===== src/rtl/lfpd_pkg.sv =====
package lfpd_pkg;

  // Field and datapath widths.
  localparam int DutyBits    = 10;
  localparam int PosBits     = 13;
  localparam int GainBits    = 16;
  localparam int LimitBits   = 8;
  localparam int CountBits   = 8;
  localparam int ErrBits     = PosBits + 1;
  localparam int SumBits     = 32;
  localparam int DeltaBits   = ErrBits + 1;
  localparam int CfgIdxBits  = 3;
  localparam int CfgDataBits = 16;
  localparam int FracBits    = 8;

  // Zero-extended gain times signed operand, then the three terms added.
  localparam int PropBits = GainBits + 1 + ErrBits;
  localparam int IntBits  = GainBits + 1 + SumBits;
  localparam int DiffBits = GainBits + 1 + DeltaBits;
  localparam int PidBits  = IntBits + 2;

  // Reset values of the configuration registers.
  localparam logic [GainBits-1:0]  KpReset     = GainBits'(256);
  localparam logic [PosBits-1:0]   TargetReset = PosBits'(3500);
  localparam logic [LimitBits-1:0] LimitReset  = LimitBits'(30);
  localparam logic [CountBits-1:0] CountMax    = '1;

  typedef enum logic [1:0] {
    OP_TICK  = 2'd0,
    OP_START = 2'd1,
    OP_STOP  = 2'd2
  } op_e;

  typedef enum logic [CfgIdxBits-1:0] {
    CFG_KP     = 3'd0,
    CFG_KI     = 3'd1,
    CFG_KD     = 3'd2,
    CFG_BASE   = 3'd3,
    CFG_TARGET = 3'd4,
    CFG_LIMIT  = 3'd5
  } cfg_idx_e;

  // What the state tracker hands to the arithmetic pipeline for one word.
  typedef struct packed {
    logic signed [ErrBits-1:0]   err;
    logic signed [SumBits-1:0]   sum;
    logic signed [DeltaBits-1:0] delta;
    logic                        zero;
    logic                        running;
  } track_t;

endpackage


===== src/rtl/lfpd_track.sv =====
module lfpd_track (
  input  logic                            clk_i,
  input  logic                            rst_ni,
  input  logic                            step_i,
  input  lfpd_pkg::op_e                   op_i,
  input  logic [lfpd_pkg::PosBits-1:0]    position_i,
  input  logic                            right_mark_i,
  input  logic [lfpd_pkg::PosBits-1:0]    target_i,
  input  logic [lfpd_pkg::LimitBits-1:0]  limit_i,
  output lfpd_pkg::track_t                track_o
);
  import lfpd_pkg::*;

  logic                        run_q, run_d;
  logic signed [ErrBits-1:0]   prev_err_q, prev_err_d;
  logic signed [SumBits-1:0]   sum_q, sum_d;
  logic [CountBits-1:0]        count_q, count_d;
  logic                        prev_mark_q, prev_mark_d;

  logic signed [ErrBits-1:0]   err;
  logic signed [SumBits:0]     sum_wide;
  logic signed [SumBits-1:0]   sum_sat;
  logic signed [DeltaBits-1:0] delta;
  logic [CountBits-1:0]        count_inc;
  logic                        limit_hit;

  // Error against the setpoint and the saturating integral.
  assign err      = $signed({1'b0, position_i}) - $signed({1'b0, target_i});
  assign sum_wide = {sum_q[SumBits-1], sum_q} + (SumBits+1)'(err);
  always_comb begin
    if (sum_wide[SumBits] != sum_wide[SumBits-1]) begin
      sum_sat = sum_wide[SumBits] ? {1'b1, {(SumBits-1){1'b0}}}
                                  : {1'b0, {(SumBits-1){1'b1}}};
    end else begin
      sum_sat = sum_wide[SumBits-1:0];
    end
  end
  assign delta = DeltaBits'(err) - DeltaBits'(prev_err_q);

  // Marker rising edges count up and saturate.
  assign count_inc = (right_mark_i && !prev_mark_q && count_q != CountMax)
                     ? count_q + CountBits'(1) : count_q;
  assign limit_hit = count_inc >= CountBits'(limit_i);

  // Next state and the per-word control result.
  always_comb begin
    run_d             = run_q;
    prev_err_d        = prev_err_q;
    sum_d             = sum_q;
    count_d           = count_q;
    prev_mark_d       = prev_mark_q;
    track_o.err       = err;
    track_o.sum       = sum_sat;
    track_o.delta     = delta;
    track_o.zero      = 1'b1;
    track_o.running   = run_q;
    unique case (op_i)
      OP_START: begin
        run_d           = 1'b1;
        sum_d           = '0;
        prev_err_d      = '0;
        track_o.running = 1'b1;
      end
      OP_STOP: begin
        run_d           = 1'b0;
        track_o.running = 1'b0;
      end
      OP_TICK: begin
        if (run_q) begin
          sum_d       = sum_sat;
          prev_err_d  = err;
          prev_mark_d = right_mark_i;
          if (limit_hit) begin
            run_d           = 1'b0;
            count_d         = '0;
            track_o.running = 1'b0;
          end else begin
            count_d      = count_inc;
            track_o.zero = 1'b0;
          end
        end
      end
      default: begin
      end
    endcase
  end

  // State advances once per word leaving the input register.
  always_ff @(posedge clk_i or negedge rst_ni) begin
    if (!rst_ni) begin
      run_q       <= 1'b0;
      prev_err_q  <= '0;
      sum_q       <= '0;
      count_q     <= '0;
      prev_mark_q <= 1'b0;
    end else if (step_i) begin
      run_q       <= run_d;
      prev_err_q  <= prev_err_d;
      sum_q       <= sum_d;
      count_q     <= count_d;
      prev_mark_q <= prev_mark_d;
    end
  end

endmodule


===== src/rtl/line_follow_pid_drive_unit.sv =====
// PID steering for a two-motor line follower.
// Input channel (in_valid_i / in_stall_o) carries one word per control event:
// op (tick, start, stop), the line position and the side marker level.
// Output channel (out_valid_o / out_stall_i) returns exactly one word per
// input word: the two motor duties and the run flag after that word.
// Configuration registers (gains, base duty, setpoint, marker limit) are
// written through cfg_valid_i / cfg_ready_o; cfg_ready_o is always high.
// Write them only while no words are in flight.
// One word is accepted every cycle while in_stall_o is low: the path is
// input register, state update, multiply stage, add/clamp stage and output
// register, each stage holding while the one after it is full.
// When the receiver stalls, words queue in the empty stages behind the
// output register, so up to four words are held before in_stall_o rises.
// Reset clears the run flag, integral, previous error, marker count and all
// pipeline valids, and loads the configuration reset values.
module line_follow_pid_drive_unit (
  input  logic                              clk_i,
  input  logic                              rst_ni,
  input  logic                              in_valid_i,
  output logic                              in_stall_o,
  input  logic [1:0]                        op_i,
  input  logic [lfpd_pkg::PosBits-1:0]      position_i,
  input  logic                              right_mark_i,
  output logic                              out_valid_o,
  input  logic                              out_stall_i,
  output logic [lfpd_pkg::DutyBits-1:0]     duty_a_o,
  output logic [lfpd_pkg::DutyBits-1:0]     duty_b_o,
  output logic                              running_o,
  input  logic                              cfg_valid_i,
  output logic                              cfg_ready_o,
  input  logic [lfpd_pkg::CfgIdxBits-1:0]   cfg_index_i,
  input  logic [lfpd_pkg::CfgDataBits-1:0]  cfg_data_i
);
  import lfpd_pkg::*;

  // Configuration registers.
  logic [GainBits-1:0]  kp_q, ki_q, kd_q;
  logic [DutyBits-1:0]  base_q;
  logic [PosBits-1:0]   target_q;
  logic [LimitBits-1:0] limit_q;

  // Pipeline stages.
  logic                 v0_q, v1_q, v2_q, v3_q;
  logic                 rdy0, rdy1, rdy2, rdy3;
  op_e                  op0_q;
  logic [PosBits-1:0]   pos0_q;
  logic                 mark0_q;
  track_t               trk;
  track_t               trk1_q;
  logic signed [PropBits-1:0] prop2_q;
  logic signed [IntBits-1:0]  int2_q;
  logic signed [DiffBits-1:0] diff2_q;
  logic                 zero2_q, run2_q;
  logic signed [PidBits-1:0]  pid;
  logic signed [PidBits-1:0]  base_scaled;
  logic [DutyBits-1:0]  duty_a_q, duty_b_q;
  logic                 running_q;

  // Clamp a Q.8 value to the duty range after flooring.
  function automatic logic [DutyBits-1:0] clamp_duty(input logic signed [PidBits-1:0] x);
    logic [DutyBits-1:0] res;
    if (x[PidBits-1]) begin
      res = '0;
    end else if (|x[PidBits-2:DutyBits+FracBits]) begin
      res = '1;
    end else begin
      res = x[DutyBits+FracBits-1:FracBits];
    end
    return res;
  endfunction

  // Configuration write port.
  assign cfg_ready_o = 1'b1;
  always_ff @(posedge clk_i or negedge rst_ni) begin
    if (!rst_ni) begin
      kp_q     <= KpReset;
      ki_q     <= '0;
      kd_q     <= '0;
      base_q   <= '0;
      target_q <= TargetReset;
      limit_q  <= LimitReset;
    end else if (cfg_valid_i) begin
      unique case (cfg_idx_e'(cfg_index_i))
        CFG_KP:     kp_q     <= cfg_data_i;
        CFG_KI:     ki_q     <= cfg_data_i;
        CFG_KD:     kd_q     <= cfg_data_i;
        CFG_BASE:   base_q   <= cfg_data_i[DutyBits-1:0];
        CFG_TARGET: target_q <= cfg_data_i[PosBits-1:0];
        CFG_LIMIT:  limit_q  <= cfg_data_i[LimitBits-1:0];
        default: begin
        end
      endcase
    end
  end

  // Each stage takes a word when it is empty or its word moves on.
  assign rdy3       = !v3_q || !out_stall_i;
  assign rdy2       = !v2_q || rdy3;
  assign rdy1       = !v1_q || rdy2;
  assign rdy0       = !v0_q || rdy1;
  assign in_stall_o = !rdy0;

  always_ff @(posedge clk_i or negedge rst_ni) begin
    if (!rst_ni) begin
      v0_q <= 1'b0;
      v1_q <= 1'b0;
      v2_q <= 1'b0;
      v3_q <= 1'b0;
    end else begin
      if (rdy0) v0_q <= in_valid_i;
      if (rdy1) v1_q <= v0_q;
      if (rdy2) v2_q <= v1_q;
      if (rdy3) v3_q <= v2_q;
    end
  end

  // Input register.
  always_ff @(posedge clk_i) begin
    if (rdy0) begin
      op0_q   <= op_e'(op_i);
      pos0_q  <= position_i;
      mark0_q <= right_mark_i;
    end
  end

  // Run state, integral, previous error and marker count.
  lfpd_track u_track (
    .clk_i        (clk_i),
    .rst_ni       (rst_ni),
    .step_i       (v0_q && rdy1),
    .op_i         (op0_q),
    .position_i   (pos0_q),
    .right_mark_i (mark0_q),
    .target_i     (target_q),
    .limit_i      (limit_q),
    .track_o      (trk)
  );

  always_ff @(posedge clk_i) begin
    if (rdy1) begin
      trk1_q <= trk;
    end
  end

  // Multiply stage: the three PID products.
  always_ff @(posedge clk_i) begin
    if (rdy2) begin
      prop2_q <= $signed({1'b0, kp_q}) * trk1_q.err;
      int2_q  <= $signed({1'b0, ki_q}) * trk1_q.sum;
      diff2_q <= $signed({1'b0, kd_q}) * trk1_q.delta;
      zero2_q <= trk1_q.zero;
      run2_q  <= trk1_q.running;
    end
  end

  // Add and clamp stage into the output register.
  assign pid = PidBits'(prop2_q) + PidBits'(int2_q) + PidBits'(diff2_q);
  assign base_scaled = $signed({{(PidBits-DutyBits-FracBits){1'b0}}, base_q,
                                {FracBits{1'b0}}});

  always_ff @(posedge clk_i) begin
    if (rdy3) begin
      duty_a_q  <= zero2_q ? '0 : clamp_duty(base_scaled - pid);
      duty_b_q  <= zero2_q ? '0 : clamp_duty(base_scaled + pid);
      running_q <= run2_q;
    end
  end

  assign out_valid_o = v3_q;
  assign duty_a_o    = duty_a_q;
  assign duty_b_o    = duty_b_q;
  assign running_o   = running_q;

endmodule

===== config.mk =====
export PLATFORM = sky130hd
export DESIGN_NAME = line_follow_pid_drive_unit
export DESIGN_NICKNAME = d
export VERILOG_FILES = /design/src/rtl/lfpd_pkg.sv /design/src/rtl/lfpd_track.sv /design/src/rtl/line_follow_pid_drive_unit.sv
export SDC_FILE = /design/constraint.sdc
export NUM_CORES = 2
export LEC_CHECK = 0
export ABC_AREA = 1
export BUFFER_PORTS_ARGS = -buffer_cell sky130_fd_sc_hd__buf_2
export CAP_MARGIN = 20
export CORE_AREA = 3 3 319 321
export CTS_BUF_LIST = sky130_fd_sc_hd__clkbuf_16
export CTS_CLUSTER_DIAMETER = 40
export DETAILED_ROUTE_END_ITERATION = 7
export DIE_AREA = 0 0 322 324
export PLACE_DENSITY = 0.86
export SLEW_MARGIN = 20
export SYNTH_ARGS = -nofsm -noshare
export SYNTH_HDL_FRONTEND = slang
export SYNTH_HIERARCHICAL = 1
export SYNTH_SLANG_ARGS = --single-unit

===== constraint.sdc =====
create_clock -name clk_i -period 7.4 [get_ports clk_i]
set_clock_uncertainty 0.1 [all_clocks]
set_input_delay 1.11 -clock clk_i [delete_from_list [all_inputs] [get_ports clk_i]]
set_output_delay 1.11 -clock clk_i [all_outputs]
set_load 0.005 [all_outputs]

==> out/qor.yml <==
drt.antenna.violating_nets: 0
synth-simple-area-share_pct: 20.97
place.port_buffers: 62
die_area_um2: 104300
die_x_um: 322
hold_start: "trk1_q[0]"
avgSynthCellArea_um2: 7.680
synth_area_um2: 59450
synth_compound_area_share_pct: 5.045
synth-async-reset-ratio_pct: 39.38
dp_slack_ps: 329.2
ys_ff_latch: 353
drc: 0
gr-total-overflow: 0
place_area_um2: 60880
finalMaxSlewViolations: 0
r2r-start: "trk1_q[2]"
row_count: 116
grtUsageMet2_pct: 53.22
antenna_found_initial: 8
cp_common_cell: "fa_1"
holdWs_ps: 335.1
fin_ws_ps: 362.8
syn-num-nets: 9152
synth_top_family_by_area: "adder cells"
area_delta_synth_final_pct: 5.792
viasPerCell: 5.418
run_status: "complete, no violations"
drtIter0Drc: 4181
synth-edff-count: 214
fin_area_um2: 62890
drive_above_1_share_pct: 6.058
synthXorXnorAreaFrac_pct: 2.888
cts_sinks: 353
worst_pin_slew_ps: 1110
core_area_um2: 99570
synth-main-ff-cell: "edfxtp_1"
holdPathStages: 0
grt_max_degree: 85
yosys-top-cells-count: "nand2_1, inv_1, fa_1"
r2r_cells: 19
hold_path_class: "reg2reg"
cts_max_level: 2
relSlewSlack_pct: 26.02
fillers: 8230
netlist_instances: 7741
required_ps: 7660
synth_top_area_share_pct: 29.97
gp_congestion: 0.9851
start_util_pct: 59.71
path_clk_slew_ps: 60
synthAdderAreaFrac_pct: 40.09
clock.fmax_mhz: 142.1
hold_viol: 0
path_class: "reg2reg"
met3_usage_pct: 6.052
grt_pass1_wl_um: 262700
crit_path_max_incr_delay_ps: 750
clockRootBuffer: "clkbuf_16"
yosysWarnings: 6
critPathSlowestCell: "edfxtp_1"
grt_pass1_vias: 50922
maxCapViolations: 0
synth_area_leaders: "fa_1, nand2_1, inv_1, edfxtp_1, ha_1"
dieHeight_um: 324
grtUsageMet1_pct: 40.97
rsz0062_at_grt: "false"
cts_tree: "built"
cts_inserted_buffers: 52
vias: 48904
reg2reg_slack_ps: 360
top_usage_layer: "met2"
clk_path_buf_depth: 3
final-setup-viol-count: 0
insertion_delay_ps: 640
io_pins: 64
worstPathCellList: "nand2_1, fa_1, fa_1, fa_1, fa_1, fa_1, inv_1, fa_1, ha_1, nand2_1, o21ai_0, a21boi_0, o21ai_0, a21boi_1, o21ai_0, a21oi_1, o21ai_0, a21oi_1, xor2_1"
cp.arrival_ps: 7300
fin_crit_ps: 7037
critPathMaxFanout: 16
startpoint_type: "flip-flop"
synth.mux.area_fraction_pct: 0
rr_endpoint: "diff2_q[31]"
grt_usage_pct: 31.84
firstDrtPassIters: 8
fin_nets: 9092
wl_um: 162300
synth.distinct_cells: 55
period_share_pct: 95.10
seq_area_frac_synth_pct: 16.69
ctsHoldBuffers: 0
min_to: "run2_q"
wl_per_cell_um: 17.98
tns_ps: 0
end_kind: "flip-flop"
hpwl_um: 132700
synth_top_area_cell: "fa_1"
yosys.cell_count.top_type: "nand2_1"
-- kinds of logic after synthesis --
kind of cell | count (synthesis)
AND/OR/NAND/NOR | 3031
flip-flops | 353
other | 1
buffers and inverters | 2253
XOR/XNOR | 196
AO/OA/AOI/OAI | 536
adder cells (fa/ha/maj) | 1371
-- through the flow --
step | std cells | util, %
finish | 9027 | 63.17
global route | 9023 | 63.16
floorplan | 7741 | -
global placement | 8910 | 61.15
CTS | 9008 | 63.02
detailed placement | 8910 | 61.15
-- layout make-up --
type	count	area, um2	share of cell area (%)
antenna	4	10.01	0.01592
clock buffer	52	1301	2.069
clock inverter	46	568.0	0.9032
inverter	1994	7487	11.90
multi-input combinational	5135	41040	65.25
sequential	353	9921	15.77
tap	1298	1624	2.582
timing repair buffer	145	947.2	1.506
-- sequential cells by signal, summed over array words and instances, names as in the netlist, 2 cells and up --
signal / count
base_q: 10
diff2_q: 32
duty_a_o: 10
duty_b_o: 10
int2_q: 49
kd_q: 16
ki_q: 16
kp_q: 16
limit_q: 8
op0_q: 2
pos0_q: 13
prop2_q: 31
target_q: 13
trk1_q: 63
u_track/count_q: 8
u_track/prev_err_q: 14
u_track/sum_q: 32
-- worst max-delay path, delay by kind of cell, from the launching register on --
kind / cells / cell delay, ps
AOI/OAI and AO/OA: 8 / 2100
xor gates and xnor gates: 1 / 160
adders and majority gates: 7 / 3390
buffers and inverters: 1 / 50
DFF: 1 / 750
and+or+nand+nor: 2 / 220
-- worst max path at each step --
stage	from	endpoint	slack, ps	cells after the start
after global placement	trk1_q[31]	int2_q[46]	490	22
after detailed placement	trk1_q[2]	diff2_q[31]	330	19
final	trk1_q[2]	diff2_q[31]	360	19
after global routing	trk1_q[31]	int2_q[46]	20	22
after CTS	trk1_q[2]	diff2_q[31]	300	19
after floorplan	out_stall_i	in_stall_o	520	6
-- repair_timing --
item                       CTS  global route
setup endpoints to repair    0             5
setup buffers                0            14
resized for setup            0             3
-- per-layer routing --
layer  vias to the layer above  wire (um)
li1                      22695          -
met2                      2296      75820
met4                         6       7565
met1                     23433      63070
met5                         -         46
met3                       474      15770
-- layout by cell type (no fill, tap or decap), types with 11 or more instances in the layout --
| cell type | count |
|---|---|
| o21bai_1 | 30 |
| dfrtp_1 | 126 |
| o21ai_0 | 177 |
| nand2_1 | 2202 |
| nand4_1 | 60 |
| edfxtp_1 | 214 |
| a21o_1 | 12 |
| inv_1 | 1971 |
| nand3_1 | 180 |
| inv_2 | 24 |
| nand2_2 | 92 |
| xnor2_1 | 68 |
| fa_1 | 890 |
| clkbuf_16 | 52 |
| or2_2 | 21 |
| dfstp_2 | 12 |
| nand3b_1 | 11 |
| xor2_1 | 128 |
| buf_2 | 61 |
| a31oi_1 | 28 |
| a21oi_1 | 224 |
| nor3_1 | 35 |
| ha_1 | 481 |
| buf_4 | 82 |
| inv_6 | 11 |
| nor2_1 | 351 |
| nand3_2 | 15 |
| nor2_4 | 13 |
| nor2_2 | 33 |
Power is not shown: default switching activity piles up to over one toggle a cycle in this logic, so the estimate is an artifact.
